--- src/rtl/csc_pkg.sv ---
// Shared types and constants for the calculator token scanner.
`default_nettype none

package csc_pkg;

  localparam int unsigned POSITION_BITS = 16;
  localparam int unsigned OUT_POS_BITS  = 16;

  localparam logic [3:0] KIND_PLUS   = 4'd0;
  localparam logic [3:0] KIND_MINUS  = 4'd1;
  localparam logic [3:0] KIND_MUL    = 4'd2;
  localparam logic [3:0] KIND_DIV    = 4'd3;
  localparam logic [3:0] KIND_ASSIGN = 4'd4;
  localparam logic [3:0] KIND_LPAREN = 4'd5;
  localparam logic [3:0] KIND_RPAREN = 4'd6;
  localparam logic [3:0] KIND_FACT   = 4'd7;
  localparam logic [3:0] KIND_SEMI   = 4'd8;
  localparam logic [3:0] KIND_INT    = 4'd9;
  localparam logic [3:0] KIND_IDENT  = 4'd10;
  localparam logic [3:0] KIND_VAR    = 4'd11;
  localparam logic [3:0] KIND_END    = 4'd12;
  localparam logic [3:0] KIND_ERROR  = 4'd13;

  localparam logic [1:0] RUN_NONE  = 2'd0;
  localparam logic [1:0] RUN_INT   = 2'd1;
  localparam logic [1:0] RUN_IDENT = 2'd2;

  localparam logic [2:0] IDENT_LEN_MAX = 3'd7;
  localparam logic [2:0] KEYWORD_LEN   = 3'd3;

  typedef struct packed {
    logic [7:0] char_code;
    logic       end_of_input;
  } chr_t;

  typedef struct packed {
    logic [3:0]              token_kind;
    logic [OUT_POS_BITS-1:0] token_line;
    logic [OUT_POS_BITS-1:0] token_column;
    logic                    last_of_run;
  } tok_t;

  typedef struct packed {
    logic [1:0] num;
    tok_t       first;
    tok_t       second;
  } scan_res_t;

endpackage

`default_nettype wire

--- src/rtl/csc_if.sv ---
// Valid/ready channel interfaces for source bytes and tokens.
`default_nettype none

interface csc_chr_if;
  logic          valid;
  logic          ready;
  csc_pkg::chr_t data;

  modport source (output valid, output data, input ready);
  modport sink (input valid, input data, output ready);
endinterface

interface csc_tok_if;
  logic          valid;
  logic          ready;
  csc_pkg::tok_t data;

  modport source (output valid, output data, input ready);
  modport sink (input valid, input data, output ready);
endinterface

`default_nettype wire

--- src/rtl/calculator_token_scanner.sv ---
// Top level of the calculator token scanner.
//
//  channel  dir  modport  payload
//  chr_i    in   sink     char_code[7:0], end_of_input
//  tok_o    out  source   token_kind[3:0], token_line[15:0], token_column[15:0], last_of_run
//
// One byte per cycle while the token queue has room: a request is held in the
// input register, is decoded into at most two tokens and lands in a three-entry
// token queue. A byte that yields two tokens pushes both at once; the input stalls
// while the queue holds more than one token.
// Reset clears scanner state, positions and both valid flags.
`default_nettype none

module calculator_token_scanner #(
  parameter int unsigned PositionBits = csc_pkg::POSITION_BITS
) (
  input wire logic clk_i,
  input wire logic rst_ni,
  csc_chr_if.sink  chr_i,
  csc_tok_if.source tok_o
);

  logic               vld_q, vld_d;
  csc_pkg::chr_t      chr_q;
  logic               room, step;
  csc_pkg::scan_res_t res;

  assign step        = vld_q && room;
  assign chr_i.ready = !vld_q || step;

  always_comb begin
    vld_d = vld_q;
    if (chr_i.valid && chr_i.ready) begin
      vld_d = 1'b1;
    end else if (step) begin
      vld_d = 1'b0;
    end
  end

  always_ff @(posedge clk_i or negedge rst_ni) begin
    if (!rst_ni) begin
      vld_q <= 1'b0;
    end else begin
      vld_q <= vld_d;
    end
  end

  always_ff @(posedge clk_i) begin
    if (chr_i.valid && chr_i.ready) begin
      chr_q <= chr_i.data;
    end
  end

  csc_scan #(
    .PositionBits(PositionBits)
  ) u_scan (
    .clk_i (clk_i),
    .rst_ni(rst_ni),
    .step_i(step),
    .item_i(chr_q),
    .res_o (res)
  );

  csc_outbuf u_outbuf (
    .clk_i  (clk_i),
    .rst_ni (rst_ni),
    .push_i (step ? res : '0),
    .room_o (room),
    .valid_o(tok_o.valid),
    .ready_i(tok_o.ready),
    .data_o (tok_o.data)
  );

endmodule

`default_nettype wire

--- src/rtl/csc_scan.sv ---
// Scanner state and per-byte token decode.
`default_nettype none

module csc_scan #(
  parameter int unsigned PositionBits = csc_pkg::POSITION_BITS
) (
  input  wire logic              clk_i,
  input  wire logic              rst_ni,
  input  wire logic              step_i,
  input  wire csc_pkg::chr_t     item_i,
  output      csc_pkg::scan_res_t res_o
);

  localparam logic [PositionBits-1:0] PosMax = {PositionBits{1'b1}};

  logic [1:0]              run_q, run_d;
  logic [2:0]              len_q, len_d;
  logic                    kw_q, kw_d;
  logic [PositionBits-1:0] start_line_q, start_line_d;
  logic [PositionBits-1:0] start_col_q, start_col_d;
  logic [PositionBits-1:0] line_q, line_d;
  logic [PositionBits-1:0] col_q, col_d;

  function automatic logic [csc_pkg::OUT_POS_BITS-1:0] clip(input logic [PositionBits-1:0] v);
    logic [31:0] ext;
    ext = 32'(v);
    return (ext > 32'h0000_FFFF) ? '1 : ext[csc_pkg::OUT_POS_BITS-1:0];
  endfunction

  function automatic logic kw_char_ok(input logic [7:0] c, input logic [1:0] idx);
    logic [7:0] lc;
    lc = (c >= "A" && c <= "Z") ? c + 8'd32 : c;
    case (idx)
      2'd0:    return lc == "v";
      2'd1:    return lc == "a";
      2'd2:    return lc == "r";
      default: return 1'b0;
    endcase
  endfunction

  logic [7:0] c;
  logic       eoi, dig, alpha, space, is_op;
  logic [3:0] op_kind;
  logic       pending, cont, emit_run, has_second;
  logic [3:0] run_kind_tok, second_kind;
  logic [2:0] note_len;
  logic       note_kw;
  csc_pkg::tok_t run_tok, sec_tok;

  always_comb begin
    c     = item_i.char_code;
    eoi   = item_i.end_of_input;
    dig   = c >= "0" && c <= "9";
    alpha = (c >= "a" && c <= "z") || (c >= "A" && c <= "Z");
    space = c == " " || (c >= 8'd9 && c <= 8'd13);
    is_op = 1'b1;
    case (c)
      "+":     op_kind = csc_pkg::KIND_PLUS;
      "-":     op_kind = csc_pkg::KIND_MINUS;
      "*":     op_kind = csc_pkg::KIND_MUL;
      "/":     op_kind = csc_pkg::KIND_DIV;
      "=":     op_kind = csc_pkg::KIND_ASSIGN;
      "(":     op_kind = csc_pkg::KIND_LPAREN;
      ")":     op_kind = csc_pkg::KIND_RPAREN;
      "!":     op_kind = csc_pkg::KIND_FACT;
      ";":     op_kind = csc_pkg::KIND_SEMI;
      default: begin
        op_kind = csc_pkg::KIND_ERROR;
        is_op   = 1'b0;
      end
    endcase

    pending  = run_q != csc_pkg::RUN_NONE;
    cont     = pending && !eoi &&
               ((run_q == csc_pkg::RUN_INT && dig) ||
                (run_q == csc_pkg::RUN_IDENT && (alpha || dig)));
    emit_run = pending && !cont;

    if (run_q == csc_pkg::RUN_INT) begin
      run_kind_tok = csc_pkg::KIND_INT;
    end else if (kw_q && len_q == csc_pkg::KEYWORD_LEN) begin
      run_kind_tok = csc_pkg::KIND_VAR;
    end else begin
      run_kind_tok = csc_pkg::KIND_IDENT;
    end

    has_second  = 1'b0;
    second_kind = csc_pkg::KIND_ERROR;
    if (!cont) begin
      if (eoi) begin
        has_second  = 1'b1;
        second_kind = csc_pkg::KIND_END;
      end else if (space || dig || alpha) begin
        has_second = 1'b0;
      end else begin
        has_second  = 1'b1;
        second_kind = is_op ? op_kind : csc_pkg::KIND_ERROR;
      end
    end

    run_tok.token_kind   = run_kind_tok;
    run_tok.token_line   = clip(start_line_q);
    run_tok.token_column = clip(start_col_q);
    run_tok.last_of_run  = !has_second;
    sec_tok.token_kind   = second_kind;
    sec_tok.token_line   = clip(line_q);
    sec_tok.token_column = clip(col_q);
    sec_tok.last_of_run  = 1'b1;

    res_o.num    = 2'(emit_run) + 2'(has_second);
    res_o.first  = emit_run ? run_tok : sec_tok;
    res_o.second = sec_tok;

    // identifier byte bookkeeping: continue current run or start a fresh one
    if (cont) begin
      note_kw  = kw_q && (len_q < csc_pkg::KEYWORD_LEN) && kw_char_ok(c, len_q[1:0]);
      note_len = (len_q < csc_pkg::IDENT_LEN_MAX) ? len_q + 3'd1 : len_q;
    end else begin
      note_kw  = kw_char_ok(c, 2'd0);
      note_len = 3'd1;
    end

    run_d        = run_q;
    len_d        = len_q;
    kw_d         = kw_q;
    start_line_d = start_line_q;
    start_col_d  = start_col_q;
    line_d       = line_q;
    col_d        = col_q;

    if (step_i) begin
      if (cont) begin
        if (run_q == csc_pkg::RUN_IDENT) begin
          len_d = note_len;
          kw_d  = note_kw;
        end
      end else if (!eoi && (dig || alpha)) begin
        run_d        = dig ? csc_pkg::RUN_INT : csc_pkg::RUN_IDENT;
        start_line_d = line_q;
        start_col_d  = col_q;
        len_d        = dig ? 3'd0 : note_len;
        kw_d         = dig ? 1'b1 : note_kw;
      end else begin
        run_d = csc_pkg::RUN_NONE;
        len_d = 3'd0;
        kw_d  = 1'b1;
      end

      if (!eoi) begin
        if (c == 8'h0A) begin
          if (line_q != PosMax) begin
            line_d = line_q + 1'b1;
          end
          col_d = '0;
        end else if (col_q != PosMax) begin
          col_d = col_q + 1'b1;
        end
      end
    end
  end

  always_ff @(posedge clk_i or negedge rst_ni) begin
    if (!rst_ni) begin
      run_q        <= csc_pkg::RUN_NONE;
      len_q        <= 3'd0;
      kw_q         <= 1'b1;
      start_line_q <= '0;
      start_col_q  <= '0;
      line_q       <= '0;
      col_q        <= '0;
    end else begin
      run_q        <= run_d;
      len_q        <= len_d;
      kw_q         <= kw_d;
      start_line_q <= start_line_d;
      start_col_q  <= start_col_d;
      line_q       <= line_d;
      col_q        <= col_d;
    end
  end

endmodule

`default_nettype wire

--- src/rtl/csc_outbuf.sv ---
// Three-entry token queue that takes up to two tokens per cycle.
`default_nettype none

module csc_outbuf (
  input  wire logic               clk_i,
  input  wire logic               rst_ni,
  input  wire csc_pkg::scan_res_t push_i,
  output      logic               room_o,
  output      logic               valid_o,
  input  wire logic               ready_i,
  output      csc_pkg::tok_t      data_o
);

  csc_pkg::tok_t slots_q [3];
  csc_pkg::tok_t slots_d [3];
  logic [1:0]    cnt_q, cnt_d;
  logic [1:0]    base;
  logic          pop;

  assign valid_o = cnt_q != 2'd0;
  assign data_o  = slots_q[0];
  assign room_o  = cnt_q <= 2'd1;
  assign pop     = valid_o && ready_i;

  always_comb begin
    base = cnt_q - 2'(pop);
    // advance queue on pop
    slots_d[0] = pop ? slots_q[1] : slots_q[0];
    slots_d[1] = pop ? slots_q[2] : slots_q[1];
    slots_d[2] = slots_q[2];
    if (push_i.num != 2'd0) begin
      slots_d[base] = push_i.first;
    end
    if (push_i.num == 2'd2) begin
      slots_d[2'(base + 2'd1)] = push_i.second;
    end
    cnt_d = base + push_i.num;
  end

  always_ff @(posedge clk_i or negedge rst_ni) begin
    if (!rst_ni) begin
      cnt_q <= 2'd0;
    end else begin
      cnt_q <= cnt_d;
    end
  end

  always_ff @(posedge clk_i) begin
    slots_q <= slots_d;
  end

endmodule

`default_nettype wire

--- src/flat_wrapper.sv ---
// flat-port wrapper written by rule: the top's interface ports become plain ports
module calculator_token_scanner_flat 
#(
  parameter int unsigned PositionBits = csc_pkg::POSITION_BITS
)
  (clk_i, rst_ni, chr_i_valid, chr_i_data, chr_i_ready, tok_o_valid, tok_o_data, tok_o_ready);
  csc_chr_if chr_i_i ();
  csc_tok_if tok_o_i ();
  input wire logic clk_i;
  input wire logic rst_ni;
  input wire logic [$bits(chr_i_i.valid)-1:0] chr_i_valid;
  input wire logic [$bits(chr_i_i.data)-1:0] chr_i_data;
  output wire logic [$bits(chr_i_i.ready)-1:0] chr_i_ready;
  output wire logic [$bits(tok_o_i.valid)-1:0] tok_o_valid;
  output wire logic [$bits(tok_o_i.data)-1:0] tok_o_data;
  input wire logic [$bits(tok_o_i.ready)-1:0] tok_o_ready;
  assign chr_i_i.valid = chr_i_valid;
  assign chr_i_i.data = chr_i_data;
  assign chr_i_ready = chr_i_i.ready;
  assign tok_o_valid = tok_o_i.valid;
  assign tok_o_data = tok_o_i.data;
  assign tok_o_i.ready = tok_o_ready;
  calculator_token_scanner #(.PositionBits(PositionBits)) u_core (.clk_i(clk_i), .rst_ni(rst_ni), .chr_i(chr_i_i), .tok_o(tok_o_i));
endmodule
--- config.mk ---
export PLATFORM = sky130hd
export DESIGN_NAME = calculator_token_scanner_flat
export DESIGN_NICKNAME = d
export VERILOG_FILES = /design/src/rtl/csc_pkg.sv /design/src/rtl/csc_if.sv /design/src/rtl/calculator_token_scanner.sv /design/src/rtl/csc_scan.sv /design/src/rtl/csc_outbuf.sv /design/src/flat_wrapper.sv
export SDC_FILE = /design/constraint.sdc
export NUM_CORES = 1
export LEC_CHECK = 0
export ABC_AREA = 1
export BUFFER_PORTS_ARGS = -buffer_cell sky130_fd_sc_hd__buf_4
export CAP_MARGIN = 30
export CORE_MARGIN = 4
export CORE_UTILIZATION = 23
export CTS_CLUSTER_SIZE = 8
export DETAILED_ROUTE_END_ITERATION = 10
export PLACE_DENSITY = 0.38
export SETUP_SLACK_MARGIN = 0.5
export SYNTH_ARGS = -nofsm -noshare
export SYNTH_HDL_FRONTEND = slang
export SYNTH_SLANG_ARGS = --single-unit
--- constraint.sdc ---
create_clock -name clk_i -period 4.3 [get_ports clk_i]
set_input_delay 0.215 -clock clk_i [delete_from_list [all_inputs] [get_ports clk_i]]
set_output_delay 0.215 -clock clk_i [all_outputs]
set_load 0.02 [all_outputs]
Word level (Yosys, flattened, before mapping)
Cells that the tools add are included.

Logic and storage cells: 157. Bits in registers: 193.

Muxes and demuxes: 43. Reductions and logical operators: 41. $lt $le $gt $ge: 15. Eq/ne operators: 23. Bitwise operators: 4. Add/sub/neg operators: 8.

Operators by type and width (number): 111-bit bitwise mux (2); 111-bit 2-to-1 mux (2); 37-bit 2-to-1 mux (5); 37-bit demux with 2-bit select (2); 8-bit by 6-bit == test with 1-bit output (second input constant) (10); 76-bit 2-to-1 mux (1); 4-bit case mux with 9 select lines (1); 16-bit by 1-bit adder with 16-bit output (second input constant) (2); 16-bit 2-to-1 mux (2); 16-bit != test (second input constant) (2); 8-bit by 7-bit == test with 1-bit output (second input constant) (3); 1-bit logical AND (18); 3-bit 2-to-1 mux (6); 8-bit by 7-bit >= comparator with 1-bit output (second input constant) (2); 8-bit by 7-bit less-or-equal comparator with 1-bit output (second input constant) (2); 4-bit 2-to-1 mux (4); 1-bit 2-to-1 mux (13); 2-bit nonzero test (5); 9-bit OR reduction (1); 8-bit by 6-bit adder with 8-bit output (second input constant) (1); 8-bit by 4-bit == test with 1-bit output (second input constant) (1); 8-bit by 4-bit >= comparator with 1-bit output (second input constant) (1); 8-bit by 6-bit >= comparator with 1-bit output (second input constant) (1); 8-bit by 4-bit less-or-equal comparator with 1-bit output (second input constant) (1); other kinds (26) (46).

Logic depth before layout (Yosys ltp)
Depth in word-level cells: 15. Mapped depth: 27. Gate-level depth less buffers: 24.

Cells and area by module
Synthesis repeated with hierarchy kept, for this count alone.

Cell total of the unflattened synthesis: 1853. Area, all modules: 11981.5 um^2.

Modules (own cells, without submodules): csc_outbuf (instances 1, cells an instance 1106, area an instance 6552.5 um^2, seq. area each 2272.2 um^2); csc_scan (instances 1, cells an instance 570, area an instance 4401.7 um^2, seq. area each 1752.9 um^2); calculator_token_scanner (instances 1, cells an instance 177, area an instance 1027.2 um^2, seq. area each 295.3 um^2).

Worst setup path after synthesis
OpenSTA, ideal clock, no wires.

Kind: register -> register. Start point: reg u_core.chr_q[7] in the netlist's numbering. End point: reg u_core.u_outbuf.slots_q[4] in the netlist's numbering. Library setup time: 0.070 ns. Stages on the path, launching flop included: 24. Clock period less this slack: 3.205 ns. Data required time: 4.230 ns. Arrival: 3.136 ns. Path slack: 1.095 ns. Path through: edfxtp_1 inv_1 ha_1 nand3_1 nor2_1 nand3_1 and2_4 nand3_2 nand2_1 nand2_1 nand2_4 nand2_4 buf_6 inv_1 ha_1 inv_1 nor2_1 nor2_1 nor3_2 inv_2 nand2_2 buf_2 o22ai_1 a21oi_1.

RTL lines: start: declaration (line calculator_token_scanner.sv:24) `csc_pkg::chr_t chr_q;`; start signal: assignment (line calculator_token_scanner.sv:50) `chr_q <= chr_i.data;`; end signal: assignment (line csc_outbuf.sv:49) `slots_q <= slots_d;`; end: declaration (line csc_outbuf.sv:14) `csc_pkg::tok_t slots_q [3];`.

==> metrics.yaml <==
tightest_slew_ns: 1.01
finalSetupViolations: 0
rsz0062_at_grt: "false"
initial_utilization: 0.235
htreeDepth: 4
synth_warnings: 0
root_buffer: "clkbuf_16"
post-route-period-util: 0.797
antenna_cells: 0
syn_nets: 1533
slew_headroom: 0.326
synth_top_cell_by_area: "dfxtp_1"
fin_tns_setup_ns: 0
ys_seq_area_frac: 0.413
clock_skew_ns: 0.0119
yosys.area.top_type_share: 0.212
grt_pass1_vias: 9338
wire_per_inst_um: 15.5
via_per_inst: 4.53
synth_edf_count: 9
synth.distinct_cells: 50
clk_latency_ns: 0.45
ios: 52
clk_pin_slew_ns: 0.07
clock_path_buffers: 2
ys_seq_elements: 193
synthTopCellsByArea: "dfxtp_1 21%, nand2_1 18%, dfrtp_1 17%"
place_congestion: 0.778
r2r_slack_ns: 0.87
synthArstFlopShare: 0.378
drv_slew: 0
criticalPathCategory: "flip-flop to flip-flop"
postRouteAntennaNets: 0
synth_flop_cell: "dfxtp_1"
hp-class: "primary input to async pin"
antenna_found_initial: 0
vias: 9479
post-route-drc-count: 0
netlist_instances: 1507
overflow: 0
core_um2: 44600
dr.pass1.iters: 4
portBuffers: 51
cts_buffers: 17
regToRegEndpoint: "u_core.u_outbuf.slots_q[33]$_DFF_P_"
holdWs_ns: 0.302
postPlaceCellArea_um2: 11100
grt_pass1_wl_um: 52600
status: "finished, final reports clean"
period_minus_slack_ns: 3.43
nNetsFinal: 1512
hold_viol_final: 0
avgSynthCellArea_um2: 6.95
die_x_um: 221
dieArea_um2: 49000
worstReg2RegStart: "u_core.chr_q[3]$_DFFE_PP_"
grt_max_degree: 76
start_kind: "flip-flop"
grt_usage: 0.132
routed_wl_um: 32400
critPathMaxFanout: 13
clock_sink_count: 193
num_rows: 77
r2r_cells: 19
cts_tree: "built"
netlist_area_um2: 10500
die_height_um: 221
hpwlAfterDp_um: 20400
postLayoutCellArea_um2: 11900
worst-endpoint-required_ns: 4.68
area_delta_synth_final_pct: 13.5
drt_iter0_drc: 667
end_kind: "flip-flop"
cp.arrival_ns: 3.81
ir_drop_v: 0.000298
drive_gt1_frac: 0.0954
p_per_area_nw_per_um2: 707
cellLeakagePower_nw: 5.23
clock.fmax_mhz: 292
maxCapViolCount: 0
## state kept, by name (all words and copies together), names as in the netlist, 2 cells and up
register and flops:
u_core.chr_q 9, u_core.u_outbuf.cnt_q 2, u_core.u_outbuf.data_o 37, u_core.u_outbuf.slots_q 74, u_core.u_scan.col_q 16, u_core.u_scan.len_q 3, u_core.u_scan.line_q 16, u_core.u_scan.run_q 2
u_core.u_scan.start_col_q 16, u_core.u_scan.start_line_q 16
## per-layer routing
| layer | GRT usage | vias up | wire, um |
|---|---|---|---|
| met5 | 0 | - | 0 |
| met4 | 0.0346 | 0 | 406 |
| met3 | 0.0196 | 21 | 918 |
| met2 | 0.213 | 125 | 14500 |
| met1 | 0.187 | 4511 | 16600 |
| li1 | - | 4822 | - |
## layout make-up
cell class | count | area, um2
Clock buffer | 23 | 479
Sequential cell | 193 | 4320
Clock inverter | 9 | 155
Multi-Input combinational cell | 1054 | 5010
Tap cell | 592 | 741
Timing Repair Buffer | 85 | 666
Inverter | 135 | 507
Fill cell | 4924 | 32700
## through the flow
stage	util	setup slack [ns]	total power [mW]	std cells
after global routing	0.266	0.519	9.18	2091
after CTS	0.266	0.715	8.51	2088
after floorplan	-	1.09	5.75	1507
final	0.266	0.872	8.40	2091
after global placement	0.249	0.756	6.65	2045
after detailed placement	0.249	0.724	6.68	2045
## kinds of logic (layout without fill, tap and decap cells)
group,Yosys count,after routing,share of synthesized area
AO/OA/AOI/OAI,318,318,0.162
AND/OR/NAND/NOR,705,705,0.282
adder cells (fa/ha/maj),13,13,0.0155
buffers and inverters,260,252,0.113
flip-flops,193,193,0.413
XOR/XNOR,18,18,0.0151
## cell usage in the layout, fill, tap and decap left out, types with 17 or more instances in the layout
cell type,count
buf_4,74
nor2_1,50
inv_1,122
o21ai_0,65
nand3_1,92
clkbuf_16,18
o22ai_1,34
a21oi_1,193
xor2_1,17
dfrtp_1,72
nand2_1,501
dfxtp_1,111
## worst max-delay path: stages, from the launching register on
cell	delay (ns)
edfxtp_1	0.47
nor2_1	0.21
inv_1	0.11
nor2_2	0.16
a21oi_1	0.08
nand2_1	0.12
nand3_2	0.12
o21ai_0	0.29
ha_1	0.20
inv_1	0.04
nor2_1	0.15
inv_1	0.09
nor2_1	0.12
inv_1	0.10
nor2_2	0.22
inv_2	0.06
nand2_2	0.26
buf_4	0.31
o22ai_1	0.10
a21oi_1	0.14
## Yosys cell counts, types with 2 or more instances
cell and number:
nand4_1 11, buf_4 41, o21ai_0 65, nand3_2 3
o31ai_1 3, a22oi_1 2, nand2_1 502, nand3_1 92
o21ai_1 5, nor4_1 10, ha_1 13, nand2_2 7
nor2_1 54, o211ai_1 2, clkinv_1 2, dfrtp_1 72
nor3_1 12, buf_6 3, nor3_2 3, o311ai_0 3
nor2_2 4, buf_1 3, nand2_4 2, inv_2 10
clkbuf_1 55, dfxtp_1 111, o22ai_1 34, edfxtp_1 9
a21oi_1 193, xor2_1 17, inv_1 123, buf_2 23
## worst max path at each step
stage | cells after the start | end | from | slack [ns]
global route | 23 | u_core.u_outbuf.slots_q[28]$_DFF_P_ | u_core.chr_q[3]$_DFFE_PP_ | 0.52
detailed placement | 22 | u_core.u_outbuf.slots_q[34]$_DFF_P_ | u_core.chr_q[7]$_DFFE_PP_ | 0.72
finish | 19 | u_core.u_outbuf.slots_q[33]$_DFF_P_ | u_core.chr_q[3]$_DFFE_PP_ | 0.87
floorplan | 23 | u_core.u_outbuf.slots_q[4]$_DFF_P_ | u_core.chr_q[7]$_DFFE_PP_ | 1.09
global placement | 22 | u_core.u_outbuf.slots_q[33]$_DFF_P_ | u_core.chr_q[1]$_DFFE_PP_ | 0.76
CTS | 22 | u_core.u_outbuf.slots_q[34]$_DFF_P_ | u_core.chr_q[7]$_DFFE_PP_ | 0.71
## timing repair
| action | in CTS | in global routing |
|---|---|---|
| gates resized for setup | 0 | 3 |
| endpoints found under the hold margin | 44 | 0 |
| hold buffers | 11 | 0 |
| setup endpoints to repair | 0 | 34 |
| buffers inserted | 0 | 3 |
## power breakdown
part	switching, mW	internal (mW)
Sequential	0.381	2.48
Combinational	2.38	1.37
Clock	0.750	1.03
Note: power is estimated with default switching activity, not from simulation.
